## config.mk

```make
export PLATFORM = sky130hd
export DESIGN_NAME = pid_controller_step
export DESIGN_NICKNAME = d
export VERILOG_FILES = /design/src/hdl/pidc_pkg.sv /design/src/hdl/pid_controller_step.sv
export SDC_FILE = /design/constraint.sdc
export NUM_CORES = 2
export LEC_CHECK = 0
export BUFFER_PORTS_ARGS = -buffer_cell sky130_fd_sc_hd__buf_2
export CORE_ASPECT_RATIO = 1.5
export CORE_MARGIN = 5
export CORE_UTILIZATION = 30
export CTS_CLUSTER_SIZE = 14
export DETAILED_ROUTE_END_ITERATION = 10
export PLACE_DENSITY_LB_ADDON = 0.1
export REMOVE_ABC_BUFFERS = 1
export SETUP_SLACK_MARGIN = 0.15
export SLEW_MARGIN = 20
export SYNTH_ARGS = -nofsm -noshare
export SYNTH_HDL_FRONTEND = slang
export SYNTH_SLANG_ARGS = --single-unit
```

## constraint.sdc

```tcl
create_clock -name clk_i -period 17.8 [get_ports clk_i]
set_input_delay 0.89 -clock clk_i [delete_from_list [all_inputs] [get_ports clk_i]]
set_output_delay 0.89 -clock clk_i [all_outputs]
set_load 0.01 [all_outputs]
```

## src/hdl/pidc_pkg.sv

```systemverilog
// ----------------------------------------------------------------------------
// PID controller package
// Default sizes, the multiplier digit width and the configuration register
// indexes and the product selector codes of the PID controller step.
// ----------------------------------------------------------------------------
`default_nettype none

package pidc_pkg;

  // Default data word and fraction sizes (Q16.16 in 32 bits).
  localparam int unsigned DEF_DATA_WIDTH = 32;
  localparam int unsigned DEF_FRAC_BITS  = 16;

  // Bits of the multiplier operand consumed per multiplier cycle.
  localparam int unsigned MUL_DIGIT = 16;

  // Configuration port register index.
  localparam int unsigned CFG_IDX_W = 3;

  localparam logic [CFG_IDX_W-1:0] REG_KP_GAIN = 3'd0;
  localparam logic [CFG_IDX_W-1:0] REG_KI_GAIN = 3'd1;
  localparam logic [CFG_IDX_W-1:0] REG_KD_GAIN = 3'd2;
  localparam logic [CFG_IDX_W-1:0] REG_OUT_MIN = 3'd3;
  localparam logic [CFG_IDX_W-1:0] REG_OUT_MAX = 3'd4;

  // Product selector of the shared multiplier.
  localparam logic [1:0] OP_ERR_DT = 2'd0;
  localparam logic [1:0] OP_KP     = 2'd1;
  localparam logic [1:0] OP_KI     = 2'd2;
  localparam logic [1:0] OP_KD     = 2'd3;

endpackage : pidc_pkg

`default_nettype wire

```

## src/hdl/pid_controller_step.sv

```systemverilog
// Operands are multiplied in NDIG = ceil(DATA_WIDTH/16) digits and the divider
// forms NUMW = DATA_WIDTH+FRAC_BITS+2 quotient bits (50 at Q16.16); the divider
// and the derivative product are skipped when time_step is zero.
// Throughput: a new word is accepted only in idle, once the previous word has
// passed the bit-serial divider and up to four passes through the shared multiplier.
// Reset: gains clear, the clamp range opens fully, stored error and integral clear.
// ----------------------------------------------------------------------------
// PID controller step
// Fixed-point PID step with a shared digit-serial multiplier, a restoring
// divider for the derivative and one shared clamp unit under a sequencer.
// ----------------------------------------------------------------------------
`default_nettype none

module pid_controller_step
  import pidc_pkg::*;
#(
  parameter int unsigned DATA_WIDTH = DEF_DATA_WIDTH,
  parameter int unsigned FRAC_BITS  = DEF_FRAC_BITS
) (
  input  wire logic                         clk_i,
  input  wire logic                         rst_ni,
  // Input channel
  input  wire logic                         in_valid_i,
  output logic                              in_ready_o,
  input  wire logic signed [DATA_WIDTH-1:0] feedback_i,
  input  wire logic signed [DATA_WIDTH-1:0] setpoint_i,
  input  wire logic        [DATA_WIDTH-1:0] time_step_i,
  input  wire logic                         restart_i,
  // Output channel
  output logic                              out_valid_o,
  input  wire logic                         out_ready_i,
  output logic signed      [DATA_WIDTH-1:0] drive_o,
  output logic                              zero_step_o,
  // Configuration port
  input  wire logic                         cfg_we_i,
  input  wire logic        [CFG_IDX_W-1:0]  cfg_idx_i,
  input  wire logic        [DATA_WIDTH-1:0] cfg_data_i
);

  localparam int unsigned W    = DATA_WIDTH;
  localparam int unsigned SATW = W + 8;                 // saturated term width
  localparam int unsigned AW   = W + 8;                 // multiplicand magnitude
  localparam int unsigned NDIG = (W + MUL_DIGIT - 1) / MUL_DIGIT;
  localparam int unsigned BPW  = NDIG * MUL_DIGIT;      // padded multiplier
  localparam int unsigned PW   = AW + BPW;              // product width
  localparam int unsigned EW   = PW + SATW;             // scaled product width
  localparam int unsigned NUMW = W + 2 + FRAC_BITS;     // dividend width
  localparam int unsigned ACCW = SATW + 2;              // term sum width
  localparam int unsigned CW   = $clog2(NUMW);

  localparam logic [3:0] ST_IDLE   = 4'd0;
  localparam logic [3:0] ST_PREP   = 4'd1;
  localparam logic [3:0] ST_MUL    = 4'd2;
  localparam logic [3:0] ST_SCALE  = 4'd3;
  localparam logic [3:0] ST_ACC    = 4'd4;
  localparam logic [3:0] ST_CLAMPI = 4'd5;
  localparam logic [3:0] ST_DIV    = 4'd6;
  localparam logic [3:0] ST_DSAT   = 4'd7;
  localparam logic [3:0] ST_DRIVE  = 4'd8;

  // Control and state registers
  logic [3:0]               state_q, state_d;
  logic [1:0]               op_q, op_d;
  logic [CW-1:0]            cnt_q, cnt_d;
  logic                     out_valid_q, out_valid_d;
  logic signed [W:0]        prev_q, prev_d;
  logic signed [W-1:0]      integ_q, integ_d;
  logic signed [W-1:0]      kp_q, ki_q, kd_q, min_q, max_q;

  // Datapath registers
  logic signed [W:0]        err_q, err_d;
  logic signed [W+1:0]      diff_q, diff_d;
  logic [W-1:0]             dt_q, dt_d;
  logic [AW-1:0]            mula_q, mula_d;
  logic [BPW-1:0]           mulb_q, mulb_d;
  logic                     neg_q, neg_d;
  logic [PW-1:0]            prod_q, prod_d;
  logic signed [SATW-1:0]   term_q, term_d;
  logic signed [ACCW-1:0]   acc_q, acc_d;
  logic [NUMW-1:0]          dq_q, dq_d;
  logic [W-1:0]             rem_q, rem_d;
  logic signed [W-1:0]      drive_q, drive_d;
  logic                     zero_q, zero_d;

  // Magnitudes of the signed operands.
  logic [W:0]               err_mag;
  logic [W+1:0]             diff_mag;
  logic [W-1:0]             integ_mag, kp_mag, ki_mag, kd_mag;

  assign err_mag   = err_q[W]    ? $unsigned(-err_q)   : $unsigned(err_q);
  assign diff_mag  = diff_q[W+1] ? $unsigned(-diff_q)  : $unsigned(diff_q);
  assign integ_mag = integ_q[W-1] ? $unsigned(-integ_q) : $unsigned(integ_q);
  assign kp_mag    = kp_q[W-1]   ? $unsigned(-kp_q)    : $unsigned(kp_q);
  assign ki_mag    = ki_q[W-1]   ? $unsigned(-ki_q)    : $unsigned(ki_q);
  assign kd_mag    = kd_q[W-1]   ? $unsigned(-kd_q)    : $unsigned(kd_q);

  // One multiplier digit: multiplicand times the top digit of the multiplier.
  logic [AW+MUL_DIGIT-1:0]  mul_pp;
  assign mul_pp = mula_q * mulb_q[BPW-1 -: MUL_DIGIT];

  // Drop the fraction bits of the product and saturate symmetrically.
  logic [EW-1:0]            prod_ext;
  logic [SATW-2:0]          prod_sat;
  logic signed [SATW-1:0]   prod_pos;
  assign prod_ext = {{SATW{1'b0}}, prod_q} >> FRAC_BITS;
  assign prod_sat = (|prod_ext[EW-1:SATW-1]) ? {(SATW-1){1'b1}} : prod_ext[SATW-2:0];
  assign prod_pos = $signed({1'b0, prod_sat});

  // Saturated magnitude of the derivative quotient.
  logic [SATW-2:0]          quo_sat;
  assign quo_sat = (|dq_q[NUMW-1:SATW-1]) ? {(SATW-1){1'b1}} : dq_q[SATW-2:0];

  // One restoring divider step.
  logic [W:0]               div_try, div_sub;
  logic                     div_ge;
  assign div_try = {rem_q, dq_q[NUMW-1]};
  assign div_sub = div_try - {1'b0, dt_q};
  assign div_ge  = (div_try >= {1'b0, dt_q});

  // Shared clamp: raise to out_min first, then lower to out_max.
  logic                     clamp_lt, clamp_gt, clamp_inv;
  logic signed [W-1:0]      clamp_res;
  assign clamp_lt  = (acc_q < ACCW'(min_q));
  assign clamp_gt  = (acc_q > ACCW'(max_q));
  assign clamp_inv = (min_q > max_q);
  always_comb begin
    if (clamp_lt) begin
      clamp_res = clamp_inv ? max_q : min_q;
    end else if (clamp_gt) begin
      clamp_res = max_q;
    end else begin
      clamp_res = acc_q[W-1:0];
    end
  end

  // Operand selection when a product starts.
  logic                     mul_start;
  logic [1:0]               mul_op;
  logic [AW-1:0]            sel_a;
  logic [W-1:0]             sel_b;
  logic                     sel_neg;
  always_comb begin
    unique case (mul_op)
      OP_ERR_DT: begin
        sel_a   = AW'(err_mag);
        sel_b   = dt_q;
        sel_neg = err_q[W];
      end
      OP_KP: begin
        sel_a   = AW'(err_mag);
        sel_b   = kp_mag;
        sel_neg = err_q[W] ^ kp_q[W-1];
      end
      OP_KI: begin
        sel_a   = AW'(integ_mag);
        sel_b   = ki_mag;
        sel_neg = integ_q[W-1] ^ ki_q[W-1];
      end
      default: begin
        sel_a   = AW'(quo_sat);
        sel_b   = kd_mag;
        sel_neg = diff_q[W+1] ^ kd_q[W-1];
      end
    endcase
  end

  // Sequencer and datapath next state.
  always_comb begin
    state_d     = state_q;
    op_d        = op_q;
    cnt_d       = cnt_q;
    out_valid_d = out_valid_q;
    prev_d      = prev_q;
    integ_d     = integ_q;
    err_d       = err_q;
    diff_d      = diff_q;
    dt_d        = dt_q;
    mula_d      = mula_q;
    mulb_d      = mulb_q;
    neg_d       = neg_q;
    prod_d      = prod_q;
    term_d      = term_q;
    acc_d       = acc_q;
    dq_d        = dq_q;
    rem_d       = rem_q;
    drive_d     = drive_q;
    zero_d      = zero_q;
    mul_start   = 1'b0;
    mul_op      = OP_ERR_DT;

    // The waiting result word leaves when taken.
    if (out_valid_q && out_ready_i) begin
      out_valid_d = 1'b0;
    end

    unique case (state_q)
      ST_IDLE: begin
        if (in_valid_i) begin
          err_d = (W+1)'(setpoint_i) - (W+1)'(feedback_i);
          dt_d  = time_step_i;
          if (restart_i) begin
            prev_d  = '0;
            integ_d = '0;
          end
          state_d = ST_PREP;
        end
      end
      ST_PREP: begin
        diff_d    = (W+2)'(err_q) - (W+2)'(prev_q);
        mul_start = 1'b1;
        mul_op    = OP_ERR_DT;
      end
      ST_MUL: begin
        prod_d = (prod_q << MUL_DIGIT) + PW'(mul_pp);
        mulb_d = mulb_q << MUL_DIGIT;
        cnt_d  = cnt_q - 1'b1;
        if (cnt_q == '0) begin
          state_d = ST_SCALE;
        end
      end
      ST_SCALE: begin
        term_d  = neg_q ? -prod_pos : prod_pos;
        state_d = ST_ACC;
      end
      ST_ACC: begin
        unique case (op_q)
          OP_ERR_DT: begin
            acc_d   = ACCW'(integ_q) + ACCW'(term_q);
            state_d = ST_CLAMPI;
          end
          OP_KP: begin
            acc_d     = ACCW'(term_q);
            mul_start = 1'b1;
            mul_op    = OP_KI;
          end
          OP_KI: begin
            acc_d = acc_q + ACCW'(term_q);
            if (dt_q == '0) begin
              state_d = ST_DRIVE;
            end else begin
              dq_d    = {diff_mag, {FRAC_BITS{1'b0}}};
              rem_d   = '0;
              cnt_d   = CW'(NUMW - 1);
              state_d = ST_DIV;
            end
          end
          default: begin
            acc_d   = acc_q + ACCW'(term_q);
            state_d = ST_DRIVE;
          end
        endcase
      end
      ST_CLAMPI: begin
        integ_d   = clamp_res;
        mul_start = 1'b1;
        mul_op    = OP_KP;
      end
      ST_DIV: begin
        rem_d = div_ge ? div_sub[W-1:0] : div_try[W-1:0];
        dq_d  = {dq_q[NUMW-2:0], div_ge};
        cnt_d = cnt_q - 1'b1;
        if (cnt_q == '0) begin
          state_d = ST_DSAT;
        end
      end
      ST_DSAT: begin
        mul_start = 1'b1;
        mul_op    = OP_KD;
      end
      ST_DRIVE: begin
        // Hold here while the previous result word still waits.
        if (!out_valid_q || out_ready_i) begin
          drive_d     = clamp_res;
          zero_d      = (dt_q == '0);
          out_valid_d = 1'b1;
          prev_d      = err_q;
          state_d     = ST_IDLE;
        end
      end
      default: begin
        state_d = ST_IDLE;
      end
    endcase

    // Load the shared multiplier.
    if (mul_start) begin
      op_d    = mul_op;
      mula_d  = sel_a;
      mulb_d  = BPW'(sel_b);
      neg_d   = sel_neg;
      prod_d  = '0;
      cnt_d   = CW'(NDIG - 1);
      state_d = ST_MUL;
    end
  end

  // Control state, stored error and integral, and configuration registers.
  always_ff @(posedge clk_i or negedge rst_ni) begin
    if (!rst_ni) begin
      state_q     <= ST_IDLE;
      op_q        <= OP_ERR_DT;
      cnt_q       <= '0;
      out_valid_q <= 1'b0;
      prev_q      <= '0;
      integ_q     <= '0;
      kp_q        <= '0;
      ki_q        <= '0;
      kd_q        <= '0;
      min_q       <= {1'b1, {(W-1){1'b0}}};
      max_q       <= {1'b0, {(W-1){1'b1}}};
    end else begin
      state_q     <= state_d;
      op_q        <= op_d;
      cnt_q       <= cnt_d;
      out_valid_q <= out_valid_d;
      prev_q      <= prev_d;
      integ_q     <= integ_d;
      if (cfg_we_i) begin
        unique case (cfg_idx_i)
          REG_KP_GAIN: kp_q  <= $signed(cfg_data_i);
          REG_KI_GAIN: ki_q  <= $signed(cfg_data_i);
          REG_KD_GAIN: kd_q  <= $signed(cfg_data_i);
          REG_OUT_MIN: min_q <= $signed(cfg_data_i);
          REG_OUT_MAX: max_q <= $signed(cfg_data_i);
          default: begin
          end
        endcase
      end
    end
  end

  // Datapath registers.
  always_ff @(posedge clk_i) begin
    err_q   <= err_d;
    diff_q  <= diff_d;
    dt_q    <= dt_d;
    mula_q  <= mula_d;
    mulb_q  <= mulb_d;
    neg_q   <= neg_d;
    prod_q  <= prod_d;
    term_q  <= term_d;
    acc_q   <= acc_d;
    dq_q    <= dq_d;
    rem_q   <= rem_d;
    drive_q <= drive_d;
    zero_q  <= zero_d;
  end

  assign in_ready_o  = (state_q == ST_IDLE);
  assign out_valid_o = out_valid_q;
  assign drive_o     = drive_q;
  assign zero_step_o = zero_q;

  // An accepted word always starts the sequence.
  a_accept_starts: assert property (@(posedge clk_i) disable iff (!rst_ni)
    in_valid_i && in_ready_o |=> state_q == ST_PREP)
    else $error("accepted word did not start the sequence");

  // A new result word only comes out of the final clamp step.
  a_result_from_drive: assert property (@(posedge clk_i) disable iff (!rst_ni)
    $rose(out_valid_o) |-> $past(state_q) == ST_DRIVE)
    else $error("result word appeared outside the final clamp step");

  // The divider never runs on a zero time step.
  a_no_div_by_zero: assert property (@(posedge clk_i) disable iff (!rst_ni)
    state_q == ST_DIV |-> dt_q != '0)
    else $error("divider started with a zero time step");

  // The multiplier digit count stays within the operand.
  a_mul_count: assert property (@(posedge clk_i) disable iff (!rst_ni)
    state_q == ST_MUL |-> cnt_q < CW'(NDIG))
    else $error("multiplier digit count out of range");

endmodule : pid_controller_step

`default_nettype wire
```

# Word-level counts from Yosys, hierarchy flattened

Index checks and enable logic that the tools add are counted.

Muxes and demuxes: 51
Multiply operators: 1
Magnitude comparators: 4
$add $sub $neg: 14
Bitwise logic cells: 3
Reduce and logical (&&, ||, !) cells: 31
Equality and inequality tests: 29

Operators by type and width:

| kind             | number |
|---|---|
| $mux W32         | 14 |
| $mux W33         | 4 |
| $neg A32 Y32     | 4 |
| $pmux W32 S2     | 2 |
| $mux W39         | 3 |
| $mux W50         | 2 |
| $pmux W50 S2     | 1 |
| $pmux W32 S3     | 1 |
| $pmux W42 S2     | 1 |
| $pmux W39 S2     | 1 |
| $add A72 B56 Y72 | 1 |
| $pmux W33 S2     | 1 |
| $mul A40 B16 Y56 | 1 |
| $add A42 B40 Y42 | 1 |
| $gt A42 B32 Y1   | 1 |
| $lt A42 B32 Y1   | 1 |
| $add A32 B40 Y41 | 1 |
| $neg A39 Y40     | 1 |
| $mux W34         | 1 |
| $neg A34 Y34     | 1 |
| $sub A33 B33 Y34 | 1 |
| $ge A33 B32 Y1   | 1 |
| $neg A33 Y33     | 1 |
| $sub A32 B32 Y33 | 1 |
| 45 further kinds | 86 |

Output and inout bits: 35
Logic and storage cells: 158
Bits of input ports: 137
Register bits after elaboration: 679

# Depth between registers and ports, before layout

Depth after elaboration: 6
Depth in mapped cells: 27
Mapped depth without buffers: 25

# Worst setup path before layout

No wires, ideal clock.

Path kind: register -> register
Start point: register mulb_q[25]
End point: register prod_q[64]
Setup time: 0.129 ns
Slack: 10.992 ns
Data required time: 17.671 ns
Cell stages (with the launch flop): 26
Buffers on the path: 3
Clock period less this slack: 6.808 ns
Arrival time: 6.680 ns
Cells stage by stage: edfxtp_1 > clkbuf_1 > clkbuf_1 > nand2_1 > fa_1 > inv_1 > fa_1 > fa_1 > fa_1 > fa_1 > inv_1 > fa_1 > inv_1 > ha_1 > clkbuf_1 > nand3_1 > a2bb2oi_1 > a31oi_1 > or3_1 > o22ai_1 > a21o_1 > o31ai_1 > a21boi_0 > nor3b_1 > xnor2_1 > o21ai_0

Cells in the longest elaborated chain, start to end: 2

Ends and longest elaborated chain:

| what                   | line                       | RTL |
|---|---|---|
| from (decl)            | pid_controller_step.sv:75  | `logic [BPW-1:0] mulb_q, mulb_d;` |
| from (signal assigned) | pid_controller_step.sv:338 | `mulb_q <= mulb_d;` |
| $mul A40 B16 Y56       | pid_controller_step.sv:99  | `assign mul_pp = mula_q * mulb_q[BPW-1 -: MUL_DIGIT];` |
| $add A72 B56 Y72       | pid_controller_step.sv:214 | `prod_d = (prod_q << MUL_DIGIT) + PW'(mul_pp);` |
| to (signal assigned)   | pid_controller_step.sv:340 | `prod_q <= prod_d;` |
| to (decl)              | pid_controller_step.sv:77  | `logic [PW-1:0] prod_q, prod_d;` |

No other way between the ends.
A chain may end at the register's enable or synchronous reset.

# Worst setup path in the final report

Start point: register mulb_q[20]
End point: register prod_q[64]

Same word-level chain as after synthesis.

==> impl_metrics.env <==
export IMPL_cpPeakStageDelay_ps=680
export IMPL_required_ps=18330
export IMPL_skew_ps=22.5
export IMPL_synth_seq_cells=678
export IMPL_portBuffers=171
export IMPL_outcome="finished, final reports clean"
export IMPL_clkSlewWorstSetupHoldPaths_ps=70
export IMPL_cp_buffers_inverters=6
export IMPL_max_freq_mhz=123
export IMPL_cp_start_kind="flip-flop"
export IMPL_drt_iter0_markers=2684
export IMPL_dieArea_mm2=0.223
export IMPL_layout_common_cells="inv_1, nand2_1, fa_1"
export IMPL_first_pass_iters=5
export IMPL_cts_root_buf="clkbuf_16"
export IMPL_holdCritPathClass="input pin to async pin"
export IMPL_crit_type="flip-flop to flip-flop"
export IMPL_synth_cell_types=85
export IMPL_post_cts_buffers=0
export IMPL_grt_pass1_vias=53500
export IMPL_crit_family="adder cells"
export IMPL_cp_slowest_cell="o31ai_1"
export IMPL_die_h_um=575
export IMPL_ctsHoldBuffers=0
export IMPL_setup_tns_ps=0
export IMPL_cp_common_cell="fa_1"
export IMPL_setup_viol=0
export IMPL_grtUsageMet3_pct=1.83
export IMPL_cts_tree="yes"
export IMPL_syn_to_final_growth_pct=10.5
export IMPL_ctsResizeCount=0
export IMPL_synth_ff_type="edfxtp_1"
export IMPL_drc=0
export IMPL_initial_core_util_pct=30.1
export IMPL_netlist_area_mm2=0.0639
export IMPL_max_cap_viol_count=0
export IMPL_wl_um=229000
export IMPL_cts_sinks=678
export IMPL_cts_buffers=80
export IMPL_place_congestion=0.880
export IMPL_viasPerCell=5.10
export IMPL_max_slew_margin_pct=28.7
export IMPL_syn_instance_count=6955
export IMPL_hold_viol=0
export IMPL_dp_final_hpwl_um=179000
export IMPL_cts_max_path_buffers=3
export IMPL_ys_seq_area_share_pct=28.9
export IMPL_wl_per_cell_um=23.2
export IMPL_layout_min_cycle_time_ps=8120
export IMPL_grt_pass1_wl_um=343000
export IMPL_io_pins=172
export IMPL_gr_total_overflow=0
export IMPL_crit_fanout=30
export IMPL_drive_gt1_share_pct=8.53
export IMPL_die_w_um=387
export IMPL_tightest_slew_ps=1070
export IMPL_gr_max_usage_layer="met2"
export IMPL_h_tree_depth=3
export IMPL_cp_end_kind="flip-flop"
export IMPL_core_rowCount=207
export IMPL_synth_edf_count=368
export IMPL_grt_antenna_before_repair=8
export IMPL_use_met2_pct=38.8
export IMPL_synth_area_per_cell_um2=9.19
export IMPL_ys_warn_count=0
export IMPL_async_flop_share_pct=35.1
export IMPL_vias=50400
export IMPL_insertion_delay_ps=680
export IMPL_drtAntennaViolNets=0
export IMPL_post_route_period_util_pct=45.6
export IMPL_slew_viol_final=0
export IMPL_mostFrequentLayoutCell="inv_1"
export IMPL_coreArea_mm2=0.212
export IMPL_nNetsFinal=8130
export IMPL_use_met1_pct=22.7
export IMPL_grt_util_all_layers_pct=20.2
export IMPL_arrival_ps=8640
export IMPL_grt_max_degree=83
export IMPL_grt_setup_unrepaired="no"
cells by family (layout without fill, tap and decap cells):
logic type               Yosys count  after routing  share of synthesized area (%)
AND/OR/NAND/NOR                 1969           1969                           14.5
AO/OA/AOI/OAI                   1467           1467                           14.7
buffers and inverters           1284           1384                           7.54
adder cells (fa/ha/maj)         1005           1005                           26.2
flip-flops                       678            678                           28.9
XOR/XNOR                         399            399                           5.47
multiplexers                     153            153                           2.64
other                              0              2                              0
cell type report:
cell class / instances / area, µm²
Fill cell: 22000 / 141000
Multi-Input combinational cell: 4993 / 40700
Sequential cell: 678 / 18500
Inverter: 975 / 3660
Tap cell: 2821 / 3530
Clock buffer: 118 / 2340
Timing Repair Buffer: 260 / 1530
Clock inverter: 31 / 322
Antenna cell: 2 / 5.00
final timing paths:
kind / start / endpoint / slack (ps) / cells after the start
worst max register to register: mulb_q[20]$_DFFE_PP_ / prod_q[64]$_SDFFE_PP0P_ / 9680 / 25
max in group asynchronous: rst_ni / prev_q[11]$_DFFE_PN0P_ / 15580 / 3
worst min-delay path: rst_ni / kp_q[26]$_DFFE_PN0P_ / 200 / 1
worst max-delay path: mulb_q[20]$_DFFE_PP_ / prod_q[64]$_SDFFE_PP0P_ / 9680 / 25
worst min register to register: prod_q[0]$_SDFFE_PP0P_ / prod_q[0]$_SDFFE_PP0P_ / 450 / 2
min in group clk_i: time_step_i[25] / dt_q[25]$_DFFE_PP_ / 380 / 1
per-stage QoR:
stage               area (µm²)  std cells  hold WS [ps]  worst slack, ps  util (%)
finish                   70600       9878           204             9680      33.3
floorplan                62800       6646           425             9660         -
global route             70600       9877           242             9200      33.3
detailed placement       68000       9727           447             9730      32.0
CTS                      70600       9876           190             9670      33.3
global placement         68000       9727           441             9700      32.0
Yosys cell counts (23+ instances only):
cell,count,area [µm²]
o21a_1,40,300
nand2_1,896,3360
nor2b_1,33,206
a22oi_1,46,345
ha_1,445,5570
a22o_1,69,604
o41ai_1,33,289
and3_1,46,288
or3_1,46,288
nor3_1,79,395
xor2_1,172,1510
nand4_1,55,344
o21ai_0,355,1780
dfxtp_1,72,1440
mux2i_1,29,290
o211ai_1,23,173
fa_1,560,11200
xnor2_1,227,1990
mux2_2,124,1400
dfrtp_1,206,5150
a21o_1,128,961
nand2b_1,49,307
o21bai_1,28,210
nor2_1,313,1170
or4_1,40,300
nor4_1,41,257
a211oi_1,68,510
o31ai_1,62,465
clkbuf_1,286,1070
nand3_1,76,380
and2_1,230,1440
o22ai_1,29,181
dfstp_2,32,841
a21oi_1,395,1980
inv_1,972,3650
edfxtp_1,368,11100
a31oi_1,35,219
metal layers:
metal	vias up	part of all wire, %
li1	23600	-
met1	25500	39
met5	-	0
met4	0	5.0
met3	349	2.9
met2	965	53
state kept, by name, indices dropped and copies added (netlist names), 33 cells and up:
name	cells
prod_q	72
dq_q	50
acc_q	42
term_q	40
mula_q	39
diff_q	34
err_q	33
prev_q	33
Power is not shown: default switching activity piles up to over one toggle a cycle in this logic, so the estimate is an artifact.
